<file path="src/rtl/core/b2rd_pkg.sv">
// Shared constants and digit encoding for the binary to radix digit converter.
`timescale 1ns / 1ps

package b2rd_pkg;

    localparam int VALUE_BITS_DEF = 32;   // default significant input width
    localparam int IN_W           = 32;   // input value port width
    localparam int RADIX_W        = 5;
    localparam int DIGIT_W        = 4;    // one digit value, 0..15
    localparam int CHAR_W         = 7;
    localparam int CHUNK_BITS     = 8;    // dividend bits consumed per divide cycle

    localparam logic [RADIX_W-1:0] RADIX_MIN   = 5'd2;
    localparam logic [RADIX_W-1:0] RADIX_MAX   = 5'd16;
    localparam logic [RADIX_W-1:0] RADIX_RESET = 5'd10;

    localparam logic [CHAR_W-1:0] ASCII_ZERO = 7'h30;
    localparam logic [CHAR_W-1:0] ASCII_A    = 7'h41;
    localparam logic [DIGIT_W-1:0] DIGIT_TEN = 4'd10;

    function automatic logic [CHAR_W-1:0] digit_ascii(input logic [DIGIT_W-1:0] d);
        logic [CHAR_W-1:0] c;
        if (d < DIGIT_TEN) begin
            c = ASCII_ZERO + CHAR_W'(d);
        end else begin
            c = ASCII_A + CHAR_W'(d - DIGIT_TEN);
        end
        return c;
    endfunction

    function automatic logic [RADIX_W-1:0] clamp_radix(input logic [RADIX_W-1:0] r);
        logic [RADIX_W-1:0] e;
        if (r < RADIX_MIN) begin
            e = RADIX_MIN;
        end else if (r > RADIX_MAX) begin
            e = RADIX_MAX;
        end else begin
            e = r;
        end
        return e;
    endfunction

endpackage

</file>
<file path="src/rtl/core/binary_to_radix_digits_unit.sv">
// Binary to radix 2..16 ASCII digit converter, top level.
//
// Usage: write the radix through i_cfg_we / i_cfg_data while the unit is idle
// (values below 2 act as 2, above 16 act as 16; reset value is 10). Present a
// value on i_value with i_start; it is taken when o_busy is low. The digits
// come out most significant first, one digit per o_valid strobe cycle, on
// o_digit_char, with o_last on the final digit. Zero gives a single '0'.
//
// Timing: each digit is produced by one remainder pass of a shared divide unit
// that consumes 8 dividend bits per cycle. All divide passes run first, then
// the digits are popped from the digit stack. o_busy stays high over the whole
// item; the next start is taken in the cycle after the last digit has been
// registered.
//
// Reset (synchronous, active low) returns the sequencer to idle, drops
// o_valid and sets the radix to 10. The receiver cannot stall: every strobe
// is a delivered digit.
`timescale 1ns / 1ps

module binary_to_radix_digits_unit
    import b2rd_pkg::*;
#(
    parameter int VALUE_BITS = VALUE_BITS_DEF
) (
    input  logic               i_clk,
    input  logic               i_rst_n,
    input  logic               i_cfg_we,
    input  logic [RADIX_W-1:0] i_cfg_data,
    input  logic               i_start,
    input  logic [IN_W-1:0]    i_value,
    output logic               o_busy,
    output logic               o_valid,
    output logic [CHAR_W-1:0]  o_digit_char,
    output logic               o_last
);

    localparam int NCHUNK = (VALUE_BITS + CHUNK_BITS - 1) / CHUNK_BITS;
    localparam int WORK_W = NCHUNK * CHUNK_BITS;
    localparam int EXT_W  = (WORK_W > IN_W) ? WORK_W : IN_W;
    localparam int CHW    = $clog2(NCHUNK + 1);
    localparam int CNTW   = $clog2(VALUE_BITS + 1);
    localparam int DEPTH  = VALUE_BITS;   // radix 2 gives the most digits

    localparam logic [1:0] ST_IDLE = 2'd0;
    localparam logic [1:0] ST_DIV  = 2'd1;
    localparam logic [1:0] ST_EMIT = 2'd2;

    logic [1:0]         r_state;
    logic [RADIX_W-1:0] r_radix;      // config register, raw
    logic [RADIX_W-1:0] r_radix_eff;  // clamped copy latched per item
    logic [WORK_W-1:0]  r_work;
    logic [WORK_W-1:0]  n_work;
    logic [DIGIT_W-1:0] r_rem;
    logic [DIGIT_W-1:0] n_rem;
    logic [CHW-1:0]     r_chunk;
    logic [CNTW-1:0]    r_count;
    logic [DIGIT_W-1:0] r_stack [DEPTH];
    logic               r_valid;
    logic [CHAR_W-1:0]  r_char;
    logic               r_last;

    logic [EXT_W-1:0]   w_ext;
    logic [WORK_W-1:0]  w_init;
    logic               w_accept;
    logic               w_last_chunk;

    assign w_accept     = i_start && (r_state == ST_IDLE);
    assign w_ext        = EXT_W'(i_value);
    assign w_init       = WORK_W'(w_ext[VALUE_BITS-1:0]);
    assign w_last_chunk = (r_chunk == CHW'(NCHUNK - 1));

    // Shared divide step: long division of the top chunk by the radix.
    // Remainder stays below the radix, so the trial value fits in 5 bits.
    always_comb begin
        logic [DIGIT_W-1:0]    rem;
        logic [DIGIT_W:0]      trial;
        logic [CHUNK_BITS-1:0] qbits;
        logic [CHUNK_BITS-1:0] chunk;
        chunk = r_work[WORK_W-1 -: CHUNK_BITS];
        rem   = r_rem;
        qbits = '0;
        for (int i = CHUNK_BITS - 1; i >= 0; i--) begin
            trial = {rem, chunk[i]};
            if (trial >= (DIGIT_W+1)'(r_radix_eff)) begin
                trial    = trial - (DIGIT_W+1)'(r_radix_eff);
                qbits[i] = 1'b1;
            end
            rem = trial[DIGIT_W-1:0];
        end
        n_rem  = rem;
        n_work = WORK_W'({r_work, qbits});
    end

    always_ff @(posedge i_clk) begin
        if (!i_rst_n) begin
            r_state <= ST_IDLE;
            r_radix <= RADIX_RESET;
            r_valid <= 1'b0;
            r_chunk <= '0;
            r_count <= '0;
        end else begin
            if (i_cfg_we) begin
                r_radix <= i_cfg_data;
            end
            r_valid <= 1'b0;
            case (r_state)
                ST_IDLE: begin
                    if (i_start) begin
                        r_state <= ST_DIV;
                        r_chunk <= '0;
                        r_count <= '0;
                    end
                end
                ST_DIV: begin
                    if (w_last_chunk) begin
                        r_chunk <= '0;
                        r_count <= r_count + 1'b1;
                        if (n_work == '0) begin
                            r_state <= ST_EMIT;
                        end
                    end else begin
                        r_chunk <= r_chunk + 1'b1;
                    end
                end
                ST_EMIT: begin
                    r_valid <= 1'b1;
                    r_count <= r_count - 1'b1;
                    if (r_count == CNTW'(1)) begin
                        r_state <= ST_IDLE;
                    end
                end
                default: begin
                    r_state <= ST_IDLE;
                end
            endcase
        end
    end

    // Datapath: work register, remainder, digit stack (LIFO), output register
    always_ff @(posedge i_clk) begin
        if (w_accept) begin
            r_radix_eff <= clamp_radix(r_radix);
            r_work      <= w_init;
            r_rem       <= '0;
        end else if (r_state == ST_DIV) begin
            r_work <= n_work;
            if (w_last_chunk) begin
                r_rem      <= '0;
                r_stack[0] <= n_rem;
                for (int i = 1; i < DEPTH; i++) begin
                    r_stack[i] <= r_stack[i-1];
                end
            end else begin
                r_rem <= n_rem;
            end
        end else if (r_state == ST_EMIT) begin
            r_char <= digit_ascii(r_stack[0]);
            r_last <= (r_count == CNTW'(1));
            for (int i = 0; i < DEPTH - 1; i++) begin
                r_stack[i] <= r_stack[i+1];
            end
        end
    end

    assign o_busy       = (r_state != ST_IDLE);
    assign o_valid      = r_valid;
    assign o_digit_char = r_char;
    assign o_last       = r_valid && r_last;

    // Each strobe comes from an emit cycle.
    a_valid_from_emit: assert property (@(posedge i_clk) disable iff (!i_rst_n)
        o_valid |-> $past(r_state == ST_EMIT))
        else $error("digit strobe without emit cycle");

    // An accepted start makes the unit busy on the next cycle.
    a_start_busy: assert property (@(posedge i_clk) disable iff (!i_rst_n)
        w_accept |=> o_busy)
        else $error("start accepted but unit not busy");

    // Digit count never exceeds the stack depth.
    a_count_range: assert property (@(posedge i_clk) disable iff (!i_rst_n)
        r_count <= CNTW'(DEPTH))
        else $error("digit count overflow");

    // Emit phase always has a digit left to send.
    a_emit_nonempty: assert property (@(posedge i_clk) disable iff (!i_rst_n)
        (r_state == ST_EMIT) |-> (r_count != '0))
        else $error("emit with empty digit stack");

    // Divide works with a clamped radix.
    a_radix_range: assert property (@(posedge i_clk) disable iff (!i_rst_n)
        (r_state == ST_DIV) |-> (r_radix_eff >= RADIX_MIN && r_radix_eff <= RADIX_MAX))
        else $error("radix out of range during divide");

endmodule
</file>
<file path="config.mk">
export PLATFORM = sky130hd
export DESIGN_NAME = binary_to_radix_digits_unit
export DESIGN_NICKNAME = d
export VERILOG_FILES = /design/src/rtl/core/b2rd_pkg.sv /design/src/rtl/core/binary_to_radix_digits_unit.sv
export SDC_FILE = /design/constraint.sdc
export NUM_CORES = 1
export LEC_CHECK = 0
export ABC_AREA = 1
export BUFFER_PORTS_ARGS = -buffer_cell sky130_fd_sc_hd__buf_2
export CAP_MARGIN = 10
export CORE_MARGIN = 4
export CORE_UTILIZATION = 55
export CTS_CLUSTER_DIAMETER = 40
export DETAILED_ROUTE_END_ITERATION = 6
export PLACE_DENSITY_LB_ADDON = 0.1
export SLEW_MARGIN = 15
export SYNTH_ARGS = -nofsm -noshare
export SYNTH_HDL_FRONTEND = slang
export SYNTH_SLANG_ARGS = --single-unit
</file>
<file path="constraint.sdc">
create_clock -name i_clk -period 9.78 [get_ports i_clk]
set_clock_uncertainty 0.1 [all_clocks]
set_input_delay 0 -clock i_clk [delete_from_list [all_inputs] [get_ports i_clk]]
set_output_delay 0 -clock i_clk [all_outputs]
set_load 0.05 [all_outputs]
</file>
==> flow_summary.ini, run 1 <==
[status]
status = complete, no violations

[global_routing]
grt_pass1_vias = 7634
grt_max_degree = 90
use_met3 = 0.0396
grt_pass1_wl_mm = 36.5
grt_busiest_layer = met2
grtUsageMet2 = 0.334
grt_overflow = 0
grt_use_met1 = 0.295
track_usage = 0.209
antenna_found_initial = 0

[critical_path]
cp.required_ns = 9.83
critPathMostFrequentCell = nand2_1
critPathLaunchType = flop
startpoint = r_work[31]$_DFFE_PP_
r2r_end = r_stack[0][0]$_DFFE_PP_
worstSetupPathDepth = 57
critPathBufInv = 8
crit_type = reg2reg
worstReg2RegStart = r_work[31]$_DFFE_PP_
critPathTopFamily = simple AND/OR/NAND/NOR gates
cp-end-kind = flop
crit_slowest_cell = edfxtp_1
cp_slowest_stage_delay_ns = 0.41
regToRegSetupSlack_ns = 0.72
worst-r2r-cell-count = 57
arrival_ns = 9.11
cp_max_fo = 10

[detailed_routing]
detailedRoute.firstPassIterationCount = 5
via_per_inst = 5.13
antenna_left = 0
drc = 0
wire_per_inst_um = 14.1
drtIter0Drc = 682
via_count = 7805
drt_wl_total_mm = 21.4

[clock_tree]
clkSinkCount = 194
cts_tree = done
ctsRootBufferMaster = clkbuf_16
cts_buffers = 17
clk_pin_slew_worst_paths_ns = 0.07
worst_skew_pair.late_latency_ns = 0.43
cts_buffer_depth = 2
htreeDepth = 4

[synth]
syn_area_um2 = 10400
yosysSeqAreaShare = 0.539
synthTopCellsByCount = nand2_1 (481), edfxtp_1 (173), inv_1 (120)
syn_inst = 1166
ys_seq_elements = 194
synth-edff-count = 173
avgSynthCellArea_um2 = 8.93
synth_area_leaders = edfxtp_1 (50%), nand2_1 (17%), ha_1 (6.4%), inv_1 (4.3%), dfxtp_1 (4.0%)
synth_most_common_cell = nand2_1
syn_nets = 1268
synth_ff_type = edfxtp_1
synth_cell_types = 42
synth.top_cell.area_share = 0.499
async_flop_share = 0
synth_warnings = 0
yosys.area.top_type = edfxtp_1

[sta]
max_slew_margin = 0.402
finalSetupViolCount = 0
period_share = 0.926
slew_viol_final = 0
max_clock_freq_mhz = 110
period_needed_ns = 9.06
setup_tns_ns = 0
hold_violations = 0
worstMarginPinSlew_ns = 0.897

[hold_path]
worstHoldEndpoint = r_state[1]$_SDFFE_PN0P_
min_path_cells = 6
worstHoldStart = i_start
worstHoldPathType = in2reg

[finish]
fin_nets = 1376
antenna_cells = 0
fill_cells = 1548
syn2layout_area_growth_pct = 17.4
instances_no_fill = 1521
drive_above_1_share = 0.125

[die]
dieHeight_um = 146
die_area_um2 = 21200
coreArea_um2 = 18600
rows = 50
die_w_um = 146
initial_core_util = 0.559
io_pins = 51

[place]
port_buffers = 50
dp.cells = 1426
dp_hpwl_mm = 13.9
gp_congestion = 0.868

[job]
max_cap_violations = 0
cell usage in the layout, fill, tap and decap left out, drive strengths merged, types with 4 or more instances in the layout:
| master | n |
|---|---|
| buf | 77 |
| clkbuf | 17 |
| nand4 | 4 |
| inv | 132 |
| nand3 | 29 |
| edfxtp | 173 |
| xnor2 | 8 |
| ha | 53 |
| a21oi | 31 |
| dlygate4sd3 | 48 |
| clkinv | 6 |
| nor2 | 55 |
| a31oi | 6 |
| nand2 | 485 |
| xor2 | 13 |
| fa | 8 |
| o21ai | 98 |
| dfxtp | 21 |
per-layer routing:
metal / vias up / routed length, um / share of wire
li1: 4012 / - / -
met1: 3631 / 10400 / 0.48
met2: 139 / 9930 / 0.46
met3: 23 / 789 / 0.037
met4: 0 / 315 / 0.015
met5: - / 0 / 0
registers in the layout, summed over array words and instances (netlist names), 3 cells and up:
name	cells
r_chunk	3
r_work	32
r_radix	5
r_stack	128
r_count	6
r_radix_eff	5
r_rem	4
o_digit_char	7
cell type report:
cell class                      count  area, um^2  share of cell area
Sequential cell                   194        5620               0.459
Multi-Input combinational cell    809        4270               0.349
Timing Repair Buffer              125         950              0.0777
Inverter                          127         477              0.0390
Clock buffer                       17         425              0.0348
Tap cell                          234         293              0.0239
Clock inverter                     15         200              0.0164
worst max path at each step:
stage | slack [ns] | end
CTS | 0.27 | r_stack[0][1]$_DFFE_PP_
global placement | 0.56 | r_stack[0][1]$_DFFE_PP_
finish | 0.72 | r_stack[0][0]$_DFFE_PP_
detailed placement | 0.31 | r_stack[0][1]$_DFFE_PP_
floorplan | 0.83 | r_stack[0][1]$_DFFE_PP_
global route | -0.02 | r_stack[0][1]$_DFFE_PP_
repair_timing:
item | in CTS | in global routing
endpoints found under the setup margin | 0 | 11
hold endpoints to repair | 49 | 0
gates resized for setup | 0 | 17
hold buffers | 48 | 0
buffers inserted | 0 | 14
kinds of logic after synthesis:
group,after synthesis,synth area share
DFF,194,0.539
buffers and inverters,164,0.0605
and+or+nand+nor,580,0.225
AOI/OAI and AO/OA,146,0.0787
xor gates and xnor gates,21,0.0177
adders and majority gates,61,0.0790
stage by stage:
stage / worst slack [ns] / cell area [um^2] / hold slack [ns] / utilization
floorplan: 0.834 / 10400 / 0.0115 / -
global placement: 0.555 / 10900 / 0.119 / 0.585
detailed placement: 0.308 / 10900 / 0.121 / 0.585
CTS: 0.267 / 12000 / 0.0485 / 0.645
global route: -0.0153 / 12200 / 0.133 / 0.656
finish: 0.723 / 12200 / 0.0651 / 0.656
worst reg2reg max path: cells and delay by family (launching register included):
kind	cells	cell delay, ns
simple gates	28	2.87
fa+ha+maj	9	2.77
compound gates	11	1.66
buf+inv	8	0.75
flops	1	0.41
xor+xnor	1	0.20
Power of run 1 is not shown: default switching activity piles up to over one toggle a cycle in this logic, so the estimate is an artifact.
==> run 2, diff against run 1 <==
--- a/config.mk
+++ b/config.mk
@@ -10,7 +10,9 @@
 export CAP_MARGIN = 10
+export CELL_PAD_IN_SITES_DETAIL_PLACEMENT = 1
+export CELL_PAD_IN_SITES_GLOBAL_PLACEMENT = 1
 export CORE_MARGIN = 4
-export CORE_UTILIZATION = 55
+export CORE_UTILIZATION = 48
 export CTS_CLUSTER_DIAMETER = 40
 export DETAILED_ROUTE_END_ITERATION = 6
-export PLACE_DENSITY_LB_ADDON = 0.1
+export PLACE_DENSITY_LB_ADDON = 0.3
 export SLEW_MARGIN = 15
--- a/constraint.sdc
+++ b/constraint.sdc
@@ -4,2 +4,2 @@
 set_output_delay 0 -clock i_clk [all_outputs]
-set_load 0.05 [all_outputs]
+set_load 0.02 [all_outputs]
==> run 2 against run 1 <==
Final area is 2.1% higher. Sequential share of layout area is 0.93 points lower. Maximum frequency is 5.8% lower. Wire length up 46%. Die area up 14%. Highest routed layer unchanged.
==> flow_summary.ini, run 2 (same netlist as run 1, synthesis figures left out) <==
[status]
status = complete, no violations

[clock_tree]
clk_pin_slew_worst_paths_ns = 0.08
ctsRootBufferMaster = clkbuf_16
cts_buffers = 17
worst_skew_pair.late_latency_ns = 0.45
cts_tree = done
htreeDepth = 4
clkSinkCount = 194
cts_buffer_depth = 2

[global_routing]
track_usage = 0.234
grt_pass1_wl_mm = 45.6
grt_overflow = 0
antenna_found_initial = 2
grt_pass1_vias = 8970
grt_max_degree = 90

[hold_path]
worstHoldStart = i_start
worstHoldPathType = in2reg
worstHoldEndpoint = r_count[5]$_SDFFE_PN0P_
min_path_cells = 6

[critical_path]
critPathMostFrequentCell = nand2_1
cp-end-kind = flop
r2r_end = r_stack[0][1]$_DFFE_PP_
cp.required_ns = 9.88
cp_max_fo = 7
worst-r2r-cell-count = 64
cp_slowest_stage_delay_ns = 0.55
arrival_ns = 9.72
regToRegSetupSlack_ns = 0.16
crit_type = reg2reg
worstReg2RegStart = r_work[31]$_DFFE_PP_
critPathLaunchType = flop
crit_slowest_cell = fa_1

[die]
io_pins = 51
coreArea_um2 = 21200
die_area_um2 = 24100
die_w_um = 155
dieHeight_um = 155
initial_core_util = 0.492
rows = 53

[detailed_routing]
drtIter0Drc = 776
drt_wl_total_mm = 31.2
wire_per_inst_um = 19.8
via_count = 8668
antenna_left = 0
via_per_inst = 5.51
detailedRoute.firstPassIterationCount = 5
drc = 0

[finish]
final_common_cell = nand2_1
drive_above_1_share = 0.152
fin_nets = 1384
largest_reg_flops = 128
syn2layout_area_growth_pct = 19.8
largest_register = r_stack
most-common-layout-cells = nand2_1 (471), edfxtp_1 (173), inv_1 (115)

[sta]
hold_violations = 0
slew_viol_final = 0
period_needed_ns = 9.62
period_share = 0.984
max_clock_freq_mhz = 104
finalSetupViolCount = 0
worstMarginPinSlew_ns = 1.13
hold_slack_ns = 0.0983
max_slew_margin = 0.243

[place]
dp_hpwl_mm = 16.9
gp_congestion = 0.884
port_buffers = 50

[job]
max_cap_violations = 0
-- run 2: final cells by class --
class,instances,area (um^2)
timing repair buffer,133,1000
clock buffer,18,429
fill,2428,8670
antenna,2,5.00
multi-input combinational,809,4440
tap,275,344
inverter,127,477
clock inverter,14,170
sequential,194,5620
-- run 2: worst max-delay path by stage --
stage,end,from,cells after the start
after floorplan,r_stack[0][1]$_DFFE_PP_,r_radix_eff[1]$_SDFFCE_PP1P_,68
after global placement,r_work[0]$_DFFE_PP_,r_radix_eff[1]$_SDFFCE_PP1P_,60
after detailed placement,r_work[0]$_DFFE_PP_,r_radix_eff[1]$_SDFFCE_PP1P_,60
after CTS,r_stack[0][1]$_DFFE_PP_,r_radix_eff[0]$_SDFFCE_PP0P_,65
after global routing,r_stack[0][3]$_DFFE_PP_,r_radix_eff[4]$_SDFFCE_PP0P_,68
final,r_stack[0][1]$_DFFE_PP_,r_work[31]$_DFFE_PP_,64
-- run 2: critical path: cells and delay by family, from the launching register on --
family	cells	cell delay, ns
simple gates	37	3.98
fa+ha+maj	9	2.67
buf+inv	12	1.41
compound gates	6	0.76
flops	1	0.44
-- run 2: what timing repair did --
item,CTS,global route
setup buffers,2,17
endpoints found under the hold margin,49,0
gates resized for setup,4,51
pin swaps,1,15
hold buffers,48,0
gates cloned,0,1
endpoints found under the setup margin,7,11
-- run 2: per-stage QoR --
step,instances,utilization,worst slack [ns],cell area [um^2],setup TNS (ns)
after floorplan,1166,-,0.834,10400,0
final,1572,0.590,0.161,12500,0
after global placement,1470,0.519,0.360,11000,0
after CTS,1552,0.572,0.0232,12100,0
after global routing,1572,0.590,-0.439,12500,-3.74
after detailed placement,1470,0.519,-0.0396,11000,-0.0663
-- run 2: layer usage --
metal | vias to the layer above | GRT usage | routed length [um]
met2 | 228 | 0.397 | 15600
met4 | 0 | 0.0775 | 1150
met3 | 89 | 0.0367 | 1320
li1 | 4034 | - | -
met1 | 4317 | 0.309 | 13100
met5 | - | 0 | 0
Power of run 2 is left out for the same reason.
==> run 3, diff against run 2 <==
- CELL_PAD_IN_SITES_DETAIL_PLACEMENT: 1 -> not set
- CELL_PAD_IN_SITES_GLOBAL_PLACEMENT: 1 -> not set
- CORE_UTILIZATION: 48 -> 55
==> run 3 against run 2 <==
Via count down 7.4%. Critical path depth up 4. Largest cell class unchanged. Critical endpoint unchanged. Sequential cell count unchanged. Critical path type unchanged.
==> flow_summary.ini, run 3 (same netlist as run 1, synthesis figures left out) <==
[place]
port_buffers = 50
dp.cells = 1426
dpl-instance-area_um2 = 10900
dp_hpwl_mm = 13.8
gp_congestion = 0.892

[critical_path]
critPathLaunchType = flop
regToRegSetupSlack_ns = 0.52
critPathMostFrequentCell = nand2_1
cp.required_ns = 9.87
cp_max_fo = 8
cp_slowest_stage_delay_ns = 0.36
cp-end-kind = flop
crit_type = reg2reg
arrival_ns = 9.35
crit_slowest_cell = edfxtp_1

[hold_path]
worstHoldPathType = in2reg

[finish]
largest_register = r_stack
largest_reg_flops = 128
syn2layout_area_growth_pct = 17.6
final_common_cell = nand2_1
fin_nets = 1378
antenna_cells = 0
instances_no_fill = 1523
drive_above_1_share = 0.128
most-common-layout-cells = nand2_1 (478), edfxtp_1 (173), inv_1 (119)
finish.utilization = 0.657
final_area_um2 = 12200

[global_routing]
grt_pass1_vias = 7614
grt_pass1_wl_mm = 36.3
antenna_found_initial = 0
grt_overflow = 0
grt_max_degree = 89
track_usage = 0.208

[clock_tree]
clkSinkCount = 194
ctsRootBufferMaster = clkbuf_16
clk_pin_slew_worst_paths_ns = 0.07
worst_skew_pair.late_latency_ns = 0.43
cts_tree = done
cts_buffers = 17
cts_buffer_depth = 2
htreeDepth = 4

[detailed_routing]
wl_met2_mm = 10.7
drc = 0
via_per_inst = 5.27
maxUsedRoutingLayer = met4
drt_wl_total_mm = 21.9
wl_met3_um = 987
drtIter0Drc = 724
met1_length_mm = 9.79
wire_per_inst_um = 14.4
via_count = 8029
antenna_left = 0
detailedRoute.firstPassIterationCount = 5

[sta]
period_needed_ns = 9.26
max_clock_freq_mhz = 108
finalSetupViolCount = 0
slew_viol_final = 0
worstMarginPinSlew_ns = 0.914
period_share = 0.947
max_slew_margin = 0.390
hold_violations = 0
hold_slack_ns = 0.0644

[die]
dieHeight_um = 146
die_w_um = 146
io_pins = 51
rows = 50
die_area_um2 = 21200
initial_core_util = 0.559
coreArea_um2 = 18600

[job]
max_cap_violations = 0

[status]
status = complete, no violations
## run 3: cell count changes in the layout (fill, tap and decap cells not counted), sizes merged
cell	change
bufinv	+3
nor2	-1
clkbuf	-1
clkinv	+1
inv	-4
buf	-5
diode	-2
clkinvlp	+1
## run 3: worst max-delay path: cells and delay by family (launching register included)
| kind | cells | cell delay [ns] |
|---|---|---|
| adders and majority gates | 8 | 2.37 |
| DFF | 1 | 0.36 |
| and+or+nand+nor | 38 | 3.81 |
| buffers and inverters | 12 | 0.90 |
| xor gates and xnor gates | 1 | 0.21 |
| AOI/OAI and AO/OA | 9 | 1.26 |
## run 3: layout make-up
class                           instances  area (um^2)
Fill cell                            1448         6400
Clock buffer                           17          425
Timing Repair Buffer                  128          972
Sequential cell                       194         5620
Inverter                              127          477
Clock inverter                         15          215
Multi-Input combinational cell        808         4250
Tap cell                              234          293
## run 3: final timing paths
path	endpoint	startpoint	depth (start not counted)
max	r_stack[0][1]$_DFFE_PP_	r_radix_eff[3]$_SDFFCE_PP0P_	68
max reg2reg	r_stack[0][1]$_DFFE_PP_	r_radix_eff[3]$_SDFFCE_PP0P_	68
min reg2reg	r_chunk[2]$_SDFFE_PN0P_	r_chunk[2]$_SDFFE_PN0P_	2
min	r_state[1]$_SDFFE_PN0P_	i_start	6
## run 3: timing repair
| action | 4_1_cts | 5_1_grt |
|---|---|---|
| setup endpoints to repair | 0 | 11 |
| resized for setup | 0 | 19 |
| buffers inserted | 0 | 17 |
| hold buffers | 48 | 0 |
| endpoints found under the hold margin | 49 | 0 |
## run 3: stage by stage
stage               setup slack [ns]  TNS, ns
floorplan                      0.834        0
global placement               0.539        0
detailed placement             0.181        0
CTS                            0.140        0
global route                  -0.220    -1.18
finish                         0.518        0
## run 3: routing by layer
metal / GRT usage / vias to the layer above
met5: 0 / -
met4: 0.0636 / 0
met3: 0.0358 / 37
met2: 0.344 / 181
met1: 0.283 / 3788
li1: - / 4023
Power of run 3 is left out for the same reason.
